$ cat src/i2crf_pkg.sv
// ----------------------------------------------------------------------------
// i2crf_pkg
// Types and constants shared by the I2C register file target.
// ----------------------------------------------------------------------------
`timescale 1ns / 1ps
`default_nettype none

package i2crf_pkg;

	// bus event codes
	localparam logic [1:0] OP_RX_BYTE = 2'd0;
	localparam logic [1:0] OP_READ    = 2'd1;
	localparam logic [1:0] OP_STOP    = 2'd2;

	// configuration register indexes
	localparam int         CFG_INDEX_BITS     = 1;
	localparam logic [0:0] REG_UNLOCK_FIRST   = 1'b0;
	localparam logic [0:0] REG_UNLOCK_SECOND  = 1'b1;

	localparam logic [7:0] UNLOCK_FIRST_RESET  = 8'd127;
	localparam logic [7:0] UNLOCK_SECOND_RESET = 8'd3;

	// queue between front and back
	localparam int QUEUE_DEPTH    = 4;
	localparam int QUEUE_PTR_BITS = 2;

	typedef enum logic [1:0] {
		KIND_NONE  = 2'd0,
		KIND_READ  = 2'd1,
		KIND_WRITE = 2'd2
	} op_kind_t;

	typedef struct packed {
		op_kind_t   kind;
		logic [7:0] data;
		logic       unlocked;
	} mem_op_t;

	localparam int OP_BITS = $bits(mem_op_t);

	// identification bytes preset at reset
	function automatic logic [7:0] preset_byte(input logic [15:0] idx);
		logic [7:0] val;
		case (idx)
			16'd39:  val = 8'h00;
			16'd40:  val = 8'h05;
			16'd148: val = 8'h52;
			16'd149: val = 8'h50;
			16'd150: val = 8'h30;
			16'd151: val = 8'h30;
			16'd152: val = 8'h30;
			16'd153: val = 8'h32;
			16'd166: val = 8'h52;
			16'd167: val = 8'h50;
			16'd168: val = 8'h49;
			16'd169: val = 8'h2d;
			16'd170: val = 8'h50;
			16'd171: val = 8'h49;
			16'd172: val = 8'h43;
			16'd173: val = 8'h4f;
			16'd182: val = 8'd30;
			16'd183: val = 8'd31;
			16'd184: val = 8'd32;
			16'd185: val = 8'd33;
			default: val = 8'h00;
		endcase
		return val;
	endfunction

endpackage

`default_nettype wire

$ cat src/i2c_register_file_target_with_unlock_core.sv
// ----------------------------------------------------------------------------
// i2c_register_file_target_with_unlock_core
// I2C target back end: register memory with unlock command and auto-increment.
// ----------------------------------------------------------------------------
// Input channel (in_valid/in_stall) carries one bus event per transfer:
// operation (byte received, read request, stop/restart) and rx_byte.
// Output channel (out_valid/out_stall) returns exactly one result per event:
// read_data/read_valid for reads, and the unlocked flag after the event.
// Configuration: cfg_write with cfg_index/cfg_data sets the unlock byte pair.
// Each result is registered: an event passes through the operation queue and then the result register.
// Throughput: one event per cycle while in_stall is low, bounded by the single memory port.
// Reset: after arst_n releases, a preset sweep writes the identification
// bytes over all 2^ADDR_BITS memory entries, one per cycle; in_stall stays
// high until the sweep ends. Configuration writes are taken anyway.
// Output stall: the result register holds, the 4-entry operation queue
// fills, and then in_stall rises until the receiver takes results again.
// ----------------------------------------------------------------------------
`timescale 1ns / 1ps
`default_nettype none

module i2c_register_file_target_with_unlock_core #(
	parameter int ADDR_BITS = 8
) (
	input  wire logic                                 clk,
	input  wire logic                                 arst_n,
	input  wire logic                                 cfg_write,
	input  wire logic [i2crf_pkg::CFG_INDEX_BITS-1:0] cfg_index,
	input  wire logic [7:0]                           cfg_data,
	input  wire logic                                 in_valid,
	output logic                                      in_stall,
	input  wire logic [1:0]                           operation,
	input  wire logic [7:0]                           rx_byte,
	output logic                                      out_valid,
	input  wire logic                                 out_stall,
	output logic [7:0]                                read_data,
	output logic                                      read_valid,
	output logic                                      unlocked
);

	localparam int Q_WIDTH = i2crf_pkg::OP_BITS + ADDR_BITS;

	logic                 push, pop, q_full, q_empty, init_busy;
	i2crf_pkg::mem_op_t   push_op;
	logic [ADDR_BITS-1:0] push_addr;
	logic [Q_WIDTH-1:0]   q_head;

	i2crf_front #(.ADDR_BITS(ADDR_BITS)) u_front (
		.clk       (clk),
		.arst_n    (arst_n),
		.cfg_write (cfg_write),
		.cfg_index (cfg_index),
		.cfg_data  (cfg_data),
		.in_valid  (in_valid),
		.in_stall  (in_stall),
		.operation (operation),
		.rx_byte   (rx_byte),
		.init_busy (init_busy),
		.q_full    (q_full),
		.push      (push),
		.push_op   (push_op),
		.push_addr (push_addr)
	);

	i2crf_queue #(.WIDTH(Q_WIDTH)) u_queue (
		.clk       (clk),
		.arst_n    (arst_n),
		.push      (push),
		.push_data ({push_op, push_addr}),
		.full      (q_full),
		.pop       (pop),
		.head      (q_head),
		.empty     (q_empty)
	);

	i2crf_back #(.ADDR_BITS(ADDR_BITS)) u_back (
		.clk        (clk),
		.arst_n     (arst_n),
		.head       (q_head),
		.empty      (q_empty),
		.pop        (pop),
		.init_busy  (init_busy),
		.out_valid  (out_valid),
		.out_stall  (out_stall),
		.read_data  (read_data),
		.read_valid (read_valid),
		.unlocked   (unlocked)
	);

endmodule

`default_nettype wire

$ cat src/i2crf_front.sv
// ----------------------------------------------------------------------------
// i2crf_front
// Accepts bus events, tracks unlock/pointer state, issues memory operations.
// ----------------------------------------------------------------------------
`timescale 1ns / 1ps
`default_nettype none

module i2crf_front #(
	parameter int ADDR_BITS = 8
) (
	input  wire logic                                 clk,
	input  wire logic                                 arst_n,
	input  wire logic                                 cfg_write,
	input  wire logic [i2crf_pkg::CFG_INDEX_BITS-1:0] cfg_index,
	input  wire logic [7:0]                           cfg_data,
	input  wire logic                                 in_valid,
	output logic                                      in_stall,
	input  wire logic [1:0]                           operation,
	input  wire logic [7:0]                           rx_byte,
	input  wire logic                                 init_busy,
	input  wire logic                                 q_full,
	output logic                                      push,
	output i2crf_pkg::mem_op_t                        push_op,
	output logic [ADDR_BITS-1:0]                      push_addr
);

	logic [7:0]           first_q, second_q;
	logic [ADDR_BITS-1:0] ptr_q, ptr_d;
	logic                 loaded_q, loaded_d;
	logic [7:0]           cmd0_q, cmd0_d, cmd1_q, cmd1_d;
	logic [1:0]           count_q, count_d;
	logic                 unlock_q, unlock_d;

	assign in_stall = q_full | init_busy;
	assign push     = in_valid & ~in_stall;

	always_comb begin
		ptr_d            = ptr_q;
		loaded_d         = loaded_q;
		cmd0_d           = cmd0_q;
		cmd1_d           = cmd1_q;
		count_d          = count_q;
		unlock_d         = unlock_q;
		push_op.kind     = i2crf_pkg::KIND_NONE;
		push_op.data     = rx_byte;
		push_addr        = ptr_q;
		case (operation)
			i2crf_pkg::OP_RX_BYTE: begin
				if (!unlock_q && count_q < 2'd2) begin
					if (count_q[0]) begin
						cmd1_d = rx_byte;
					end else begin
						cmd0_d = rx_byte;
					end
					count_d = count_q + 2'd1;
				end else if (unlock_q) begin
					if (!loaded_q) begin
						ptr_d    = ADDR_BITS'(rx_byte);
						loaded_d = 1'b1;
					end else begin
						push_op.kind = i2crf_pkg::KIND_WRITE;
						ptr_d        = ptr_q + ADDR_BITS'(1);
					end
				end else begin
					ptr_d = ADDR_BITS'(rx_byte);
				end
			end
			i2crf_pkg::OP_READ: begin
				push_op.kind = i2crf_pkg::KIND_READ;
				ptr_d        = ptr_q + ADDR_BITS'(1);
			end
			i2crf_pkg::OP_STOP: begin
				if (!unlock_q && cmd0_q == first_q && cmd1_q == second_q) begin
					unlock_d = 1'b1;
					cmd0_d   = 8'h00;
					cmd1_d   = 8'h00;
				end else begin
					unlock_d = 1'b0;
				end
				count_d  = 2'd0;
				loaded_d = 1'b0;
			end
			default: begin
			end
		endcase
		push_op.unlocked = unlock_d;
	end

	always_ff @(posedge clk or negedge arst_n) begin
		if (!arst_n) begin
			first_q  <= i2crf_pkg::UNLOCK_FIRST_RESET;
			second_q <= i2crf_pkg::UNLOCK_SECOND_RESET;
		end else if (cfg_write) begin
			case (cfg_index)
				i2crf_pkg::REG_UNLOCK_FIRST:  first_q  <= cfg_data;
				i2crf_pkg::REG_UNLOCK_SECOND: second_q <= cfg_data;
				default: begin
				end
			endcase
		end
	end

	always_ff @(posedge clk or negedge arst_n) begin
		if (!arst_n) begin
			ptr_q    <= '0;
			loaded_q <= 1'b0;
			cmd0_q   <= 8'h00;
			cmd1_q   <= 8'h00;
			count_q  <= 2'd0;
			unlock_q <= 1'b0;
		end else if (push) begin
			ptr_q    <= ptr_d;
			loaded_q <= loaded_d;
			cmd0_q   <= cmd0_d;
			cmd1_q   <= cmd1_d;
			count_q  <= count_d;
			unlock_q <= unlock_d;
		end
	end

endmodule

`default_nettype wire

$ cat src/i2crf_queue.sv
// ----------------------------------------------------------------------------
// i2crf_queue
// Small FIFO of memory operations between front and back.
// ----------------------------------------------------------------------------
`timescale 1ns / 1ps
`default_nettype none

module i2crf_queue #(
	parameter int WIDTH = 19
) (
	input  wire logic             clk,
	input  wire logic             arst_n,
	input  wire logic             push,
	input  wire logic [WIDTH-1:0] push_data,
	output logic                  full,
	input  wire logic             pop,
	output logic [WIDTH-1:0]      head,
	output logic                  empty
);

	logic [WIDTH-1:0]                    entry_q [i2crf_pkg::QUEUE_DEPTH];
	logic [i2crf_pkg::QUEUE_PTR_BITS-1:0] wr_q, rd_q;
	logic [i2crf_pkg::QUEUE_PTR_BITS:0]   count_q;

	assign full  = count_q == (i2crf_pkg::QUEUE_PTR_BITS+1)'(i2crf_pkg::QUEUE_DEPTH);
	assign empty = count_q == '0;
	assign head  = entry_q[rd_q];

	always_ff @(posedge clk) begin
		if (push) begin
			entry_q[wr_q] <= push_data;
		end
	end

	always_ff @(posedge clk or negedge arst_n) begin
		if (!arst_n) begin
			wr_q    <= '0;
			rd_q    <= '0;
			count_q <= '0;
		end else begin
			if (push) begin
				wr_q <= wr_q + (i2crf_pkg::QUEUE_PTR_BITS)'(1);
			end
			if (pop) begin
				rd_q <= rd_q + (i2crf_pkg::QUEUE_PTR_BITS)'(1);
			end
			if (push && !pop) begin
				count_q <= count_q + (i2crf_pkg::QUEUE_PTR_BITS+1)'(1);
			end else if (pop && !push) begin
				count_q <= count_q - (i2crf_pkg::QUEUE_PTR_BITS+1)'(1);
			end
		end
	end

endmodule

`default_nettype wire

$ cat src/i2crf_back.sv
// ----------------------------------------------------------------------------
// i2crf_back
// Register memory, preset sweep after reset, and the result register.
// ----------------------------------------------------------------------------
`timescale 1ns / 1ps
`default_nettype none

module i2crf_back #(
	parameter int ADDR_BITS = 8
) (
	input  wire logic                                     clk,
	input  wire logic                                     arst_n,
	input  wire logic [i2crf_pkg::OP_BITS+ADDR_BITS-1:0]  head,
	input  wire logic                                     empty,
	output logic                                          pop,
	output logic                                          init_busy,
	output logic                                          out_valid,
	input  wire logic                                     out_stall,
	output logic [7:0]                                    read_data,
	output logic                                          read_valid,
	output logic                                          unlocked
);

	localparam int DEPTH = 1 << ADDR_BITS;

	logic [7:0]           mem [DEPTH];
	i2crf_pkg::mem_op_t   head_op;
	logic [ADDR_BITS-1:0] head_addr;
	logic                 init_busy_q;
	logic [ADDR_BITS-1:0] init_addr_q;
	logic                 valid_s1, is_read_s1, unlocked_s1;
	logic [7:0]           rdata_s1;

	assign head_op   = i2crf_pkg::mem_op_t'(head[ADDR_BITS +: i2crf_pkg::OP_BITS]);
	assign head_addr = head[ADDR_BITS-1:0];
	assign init_busy = init_busy_q;
	assign pop       = ~empty & ~init_busy_q & (~valid_s1 | ~out_stall);

	always_ff @(posedge clk or negedge arst_n) begin
		if (!arst_n) begin
			init_busy_q <= 1'b1;
			init_addr_q <= '0;
		end else if (init_busy_q) begin
			init_addr_q <= init_addr_q + ADDR_BITS'(1);
			if (init_addr_q == '1) begin
				init_busy_q <= 1'b0;
			end
		end
	end

	always_ff @(posedge clk) begin
		if (init_busy_q) begin
			mem[init_addr_q] <= i2crf_pkg::preset_byte(16'(init_addr_q));
		end else if (pop && head_op.kind == i2crf_pkg::KIND_WRITE) begin
			mem[head_addr] <= head_op.data;
		end
		if (pop && head_op.kind == i2crf_pkg::KIND_READ) begin
			rdata_s1 <= mem[head_addr];
		end
	end

	always_ff @(posedge clk or negedge arst_n) begin
		if (!arst_n) begin
			valid_s1    <= 1'b0;
			is_read_s1  <= 1'b0;
			unlocked_s1 <= 1'b0;
		end else if (pop) begin
			valid_s1    <= 1'b1;
			is_read_s1  <= head_op.kind == i2crf_pkg::KIND_READ;
			unlocked_s1 <= head_op.unlocked;
		end else if (!out_stall) begin
			valid_s1 <= 1'b0;
		end
	end

	assign out_valid  = valid_s1;
	assign read_valid = is_read_s1;
	assign read_data  = is_read_s1 ? rdata_s1 : 8'h00;
	assign unlocked   = unlocked_s1;

endmodule

`default_nettype wire

$ cat config.mk
export PLATFORM = sky130hd
export DESIGN_NAME = i2c_register_file_target_with_unlock_core
export DESIGN_NICKNAME = d
export VERILOG_FILES = /design/src/i2crf_pkg.sv /design/src/i2c_register_file_target_with_unlock_core.sv /design/src/i2crf_front.sv /design/src/i2crf_queue.sv /design/src/i2crf_back.sv
export SDC_FILE = /design/constraint.sdc
export NUM_CORES = 2
export LEC_CHECK = 0
export BUFFER_PORTS_ARGS = -buffer_cell sky130_fd_sc_hd__buf_4
export CAP_MARGIN = 20
export CORE_AREA = 2 2 427 599
export CTS_CLUSTER_SIZE = 10
export DETAILED_ROUTE_END_ITERATION = 10
export DIE_AREA = 0 0 429 601
export GPL_ROUTABILITY_DRIVEN = 0
export GPL_TIMING_DRIVEN = 0
export PLACE_DENSITY = 0.53
export REMOVE_ABC_BUFFERS = 1
export SYNTH_ARGS = -nofsm -noshare
export SYNTH_HDL_FRONTEND = slang
export SYNTH_SLANG_ARGS = --single-unit
$ cat constraint.sdc
create_clock -name clk -period 19.8 [get_ports clk]
set_clock_uncertainty 0.15 [all_clocks]
set_input_delay 1.98 -clock clk [delete_from_list [all_inputs] [get_ports clk]]
set_output_delay 1.98 -clock clk [all_outputs]
set_load 0.03 [all_outputs]
==> out/results.txt <==
The first global-routing pass estimated 331,000 um of wire. The first-pass detailed-route iteration total was 6; the average vias per placed instance was 5.31. The critical path runs through a total of 15 cells.

The critical path required time was 20.16 ns. Starting density of the core: 0.348. During I/O placement, the number of pins put on the boundary was 36. The longest clock path from root to sink contains 4 buffers. The worst-margin pin slew was 1.36 ns. The number of cells on the worst reg-to-reg path is 15. The count of flip-flops with a built-in enable after synthesis is 2,132. The normalized max-slew margin is 0.0877, and the via count of the first global-routing pass is 48,383. The synthesized area per cell works out to 16.1 sq um. For the sequential fraction of design power, the log shows 0.368. The tools report the clock tree root driver cell as clkbuf_16. The element type at the critical path start is a flip-flop. The flow ran to the end, and the final reports show no timing, DRC or antenna violations.

The most used flip-flop cell after synthesis is edfxtp_1. The power density over cell area is 153 mW/mm^2. VDD sags by at most 0.000112 V. The proportion of layout cells with a drive suffix above 1 is 0.132. In this run the critical register-to-register path is launched from u_queue.rd_q[1]. In this run the remaining antenna-violating nets after routing total 0.

The max-slew violation count came out at 0. The final worst-path cycle share was 0.355. The net total in the final layout was 5,557; the total net switching power was 5.58 mW. For hold timing, the worst endpoint is u_queue.count_q[2]. For the highest clock rate, the log shows 142 MHz. The number of H-tree branching levels was 4; the total setup buffers inserted after CTS was 0. The overall die width works out to 429 um. Post-CTS repair changed the size of 0 cells. Grouping stages by cell kind, the critical path spends the most delay in buffers and inverters. Leaving out fill and tap cells, the most frequent cells in the layout are 2,132 x edfxtp_1, 679 x nand2_1, 466 x mux2i_1. In the routed design, unresolved DRC markers number 0.

The leakage power summed over all cells is 32.8 nW, and the die footprint is 0.258 sq mm. The critical path in this run is classified as flip-flop to flip-flop. The run gives 0 as the final hold violation count. The tool flagged a number of max-cap violations equal to 0. In the final routed layout, each cell accounts on average for 25.4 um. For the worst setup path, the data arrival time is 7.39 ns. The tools report the final routed wirelength across all metal layers as 226,000 um. The final hold slack was 0.348 ns; the total via count in the routed design was 47,223. Setup repair after global routing left no endpoint under its margin. The maximum fanout count along the critical path works out to 72.

The number of antenna violations at the first check in global routing came out at 7. The proportion of total power due to net switching was 0.363. The number of standard cells after synthesis is 5,471. For the number of buffers inserted for hold repair after clock tree synthesis, the log shows 0. The tools report the sequential fraction of the synthesis area as 0.745. The remaining global-route overflow is 0, and the internal power summed over all cells is 9.78 mW. Setup violations remaining at the end of the flow were counted as 0.

Most used cell along the critical path: buf_16. The number of buffer and inverter instances along the worst setup path is 7. The die is 601 um tall. The initialized floorplan defines 219 standard-cell rows. Area inside the core boundary: 0.253 sq mm. The critical register-to-register path endpoint was u_back.rdata_s1[5]. After layout, the design draws a total of 15.4 mW. The logs give 60 for the number of different library cells in the post-synthesis netlist and 2,195 for the clock sink total.

In this run the cell area of the synthesized design comes to 0.0880 sq mm. The depth of the worst hold-timing path works out to 1. The flop and latch count out of synthesis is 2,195. For the number of DRC violations after detailed-routing iteration 0, the log shows 3,887. TritonCTS built the clock tree. STA classifies the critical path endpoint as a flip-flop.

The combinational cell fraction of total power came out at 0.378. The slowest stage of the critical path is the nor4_1 cell. The count of buffers from port buffering is 35, and the total CTS buffers is 246.

From synthesis to final layout, the design area changed by 14.3%. The most frequent standard cell in the layout excluding fill and tap cells was edfxtp_1. The share of total power in the clock network was 0.255; the insertion delay to the later sink of the worst-skew pair was 0.86 ns. The tools report the startpoint of the most critical hold path as u_queue.count_q[2].

The min-delay analysis places its worst path in the category flip-flop to flip-flop. The total track usage is 0.171, and the maximum number of pins on one net before global-route repair is 108. During synthesis, Yosys emitted a total of 0 warnings.

The wire-length estimate of the detail-placed layout is 145,000 um. In this run the register-to-register setup slack is 12.77 ns. After filler insertion, the fill cell instance count of the layout stands at 22,739. The critical path's largest stage delay is 1.07 ns. Walking the worst path, the cells encountered are buf_16 > mux4_4 > buf_16 > buf_16 > buf_16 > buf_16 > buf_16 > buf_12 > mux2i_1 > o221ai_1 > a21oi_1 > nor4_1 > nor4_1 > o22a_1 > nand3_1. The async set-reset flop share out of synthesis was 0.0287; the clock-pin slew reported for the worst setup and hold paths after clock tree synthesis was 0.06 ns.

The clock period could shrink to 7.03 ns.
==> area by class of cell <==
class	count	area, sq um	share of cell area
clock inverters	7	103	0.00102
multi-input cells	2877	20800	0.207
well taps	3315	4150	0.0412
inverters	14	52.6	0.000522
clock buffers	290	6350	0.0632
diodes	6	15.0	0.000149
repair buffers	188	3470	0.0345
flip-flops and latches	2195	65600	0.652
==> layer usage <==
metal,up-vias,global-route usage,wire [um]
li1,21348,-,-
met1,24248,0.211,90600
met2,1198,0.303,116000
met3,429,0.0199,9110
met4,0,0.0749,10500
met5,-,0,0
==> power by group through the flow <==
| stage | Combinational, mW | Sequential (mW) | Clock [mW] |
|---|---|---|---|
| 2_1_floorplan | 4.96 | 5.97 | 0 |
| 3_3_place_gp | 6.72 | 6.33 | 0 |
| 3_5_place_dp | 5.84 | 5.74 | 0 |
| 4_1_cts | 5.85 | 5.64 | 3.99 |
| 5_1_grt | 6.18 | 5.65 | 4.16 |
| 6_report | 5.80 | 5.64 | 3.91 |
==> metrics by stage <==
stage / cell area [sq um] / util / setup WS [ns] / instances / TNS, ns
2_1_floorplan: 86300 / - / -0.811 / 5086 / -389.02
3_3_place_gp: 90700 / 0.358 / -13.63 / 8436 / -
3_5_place_dp: 94000 / 0.372 / 12.89 / 8585 / 0
4_1_cts: 101000 / 0.397 / 12.87 / 8882 / 0
5_1_grt: 101000 / 0.398 / 12.63 / 8887 / 0
6_report: 101000 / 0.398 / 12.77 / 8892 / 0
==> synth_stat cells (86+ instances only) <==
master       n  area, sq um
buf_2      145          726
clkbuf_1   182          683
a311oi_1   160         1400
mux2i_1    466         4660
nand2_1    682         2560
a21oi_1    100          500
a211oi_1   161         1210
edfxtp_1  2132        64000
mux2_2     101         1140
nor2b_1    166         1040
a31oi_1     86          538
mux4_2     115         2590
nor2_1     275         1030
==> cell families after synthesis <==
logic type	Yosys count	share of synthesized area
adders and majority gates	11	0.00165
AOI/OAI and AO/OA	760	0.0630
and+or+nand+nor	1391	0.0706
DFF	2195	0.745
xor gates and xnor gates	29	0.00289
buffers and inverters	399	0.0206
muxes	686	0.0959
==> sequential cells by signal, summed over array words and instances, names as in the netlist <==
name	flops
u_front.push_addr	8
u_front.second_q	8
u_front.unlock_q	1
u_queue.count_q	3
u_back.init_busy	1
u_front.loaded_q	1
u_front.count_q	2
u_front.cmd1_q	8
u_back.mem	2048
u_back.rdata_s1	8
u_back.read_valid	1
u_front.cmd0_q	8
u_back.unlocked	1
u_front.first_q	8
u_back.out_valid	1
u_back.init_addr_q	8
u_queue.rd_q	2
u_queue.entry_q	76
u_queue.wr_q	2
==> how the worst max path moves through the flow <==
| stage | from | endpoint | slack, ns |
|---|---|---|---|
| floorplan | u_queue.rd_q[0] | u_back.mem[143][0] | -0.81 |
| global placement | u_queue.rd_q[0] | u_back.mem[223][7] | -13.63 |
| detailed placement | u_queue.rd_q[1] | u_back.rdata_s1[4] | 12.89 |
| CTS | u_queue.rd_q[1] | u_back.rdata_s1[4] | 12.87 |
| global route | u_queue.rd_q[1] | u_back.rdata_s1[0] | 12.63 |
| finish | u_queue.rd_q[1] | u_back.rdata_s1[5] | 12.77 |
(Power assumes the default switching activity.)
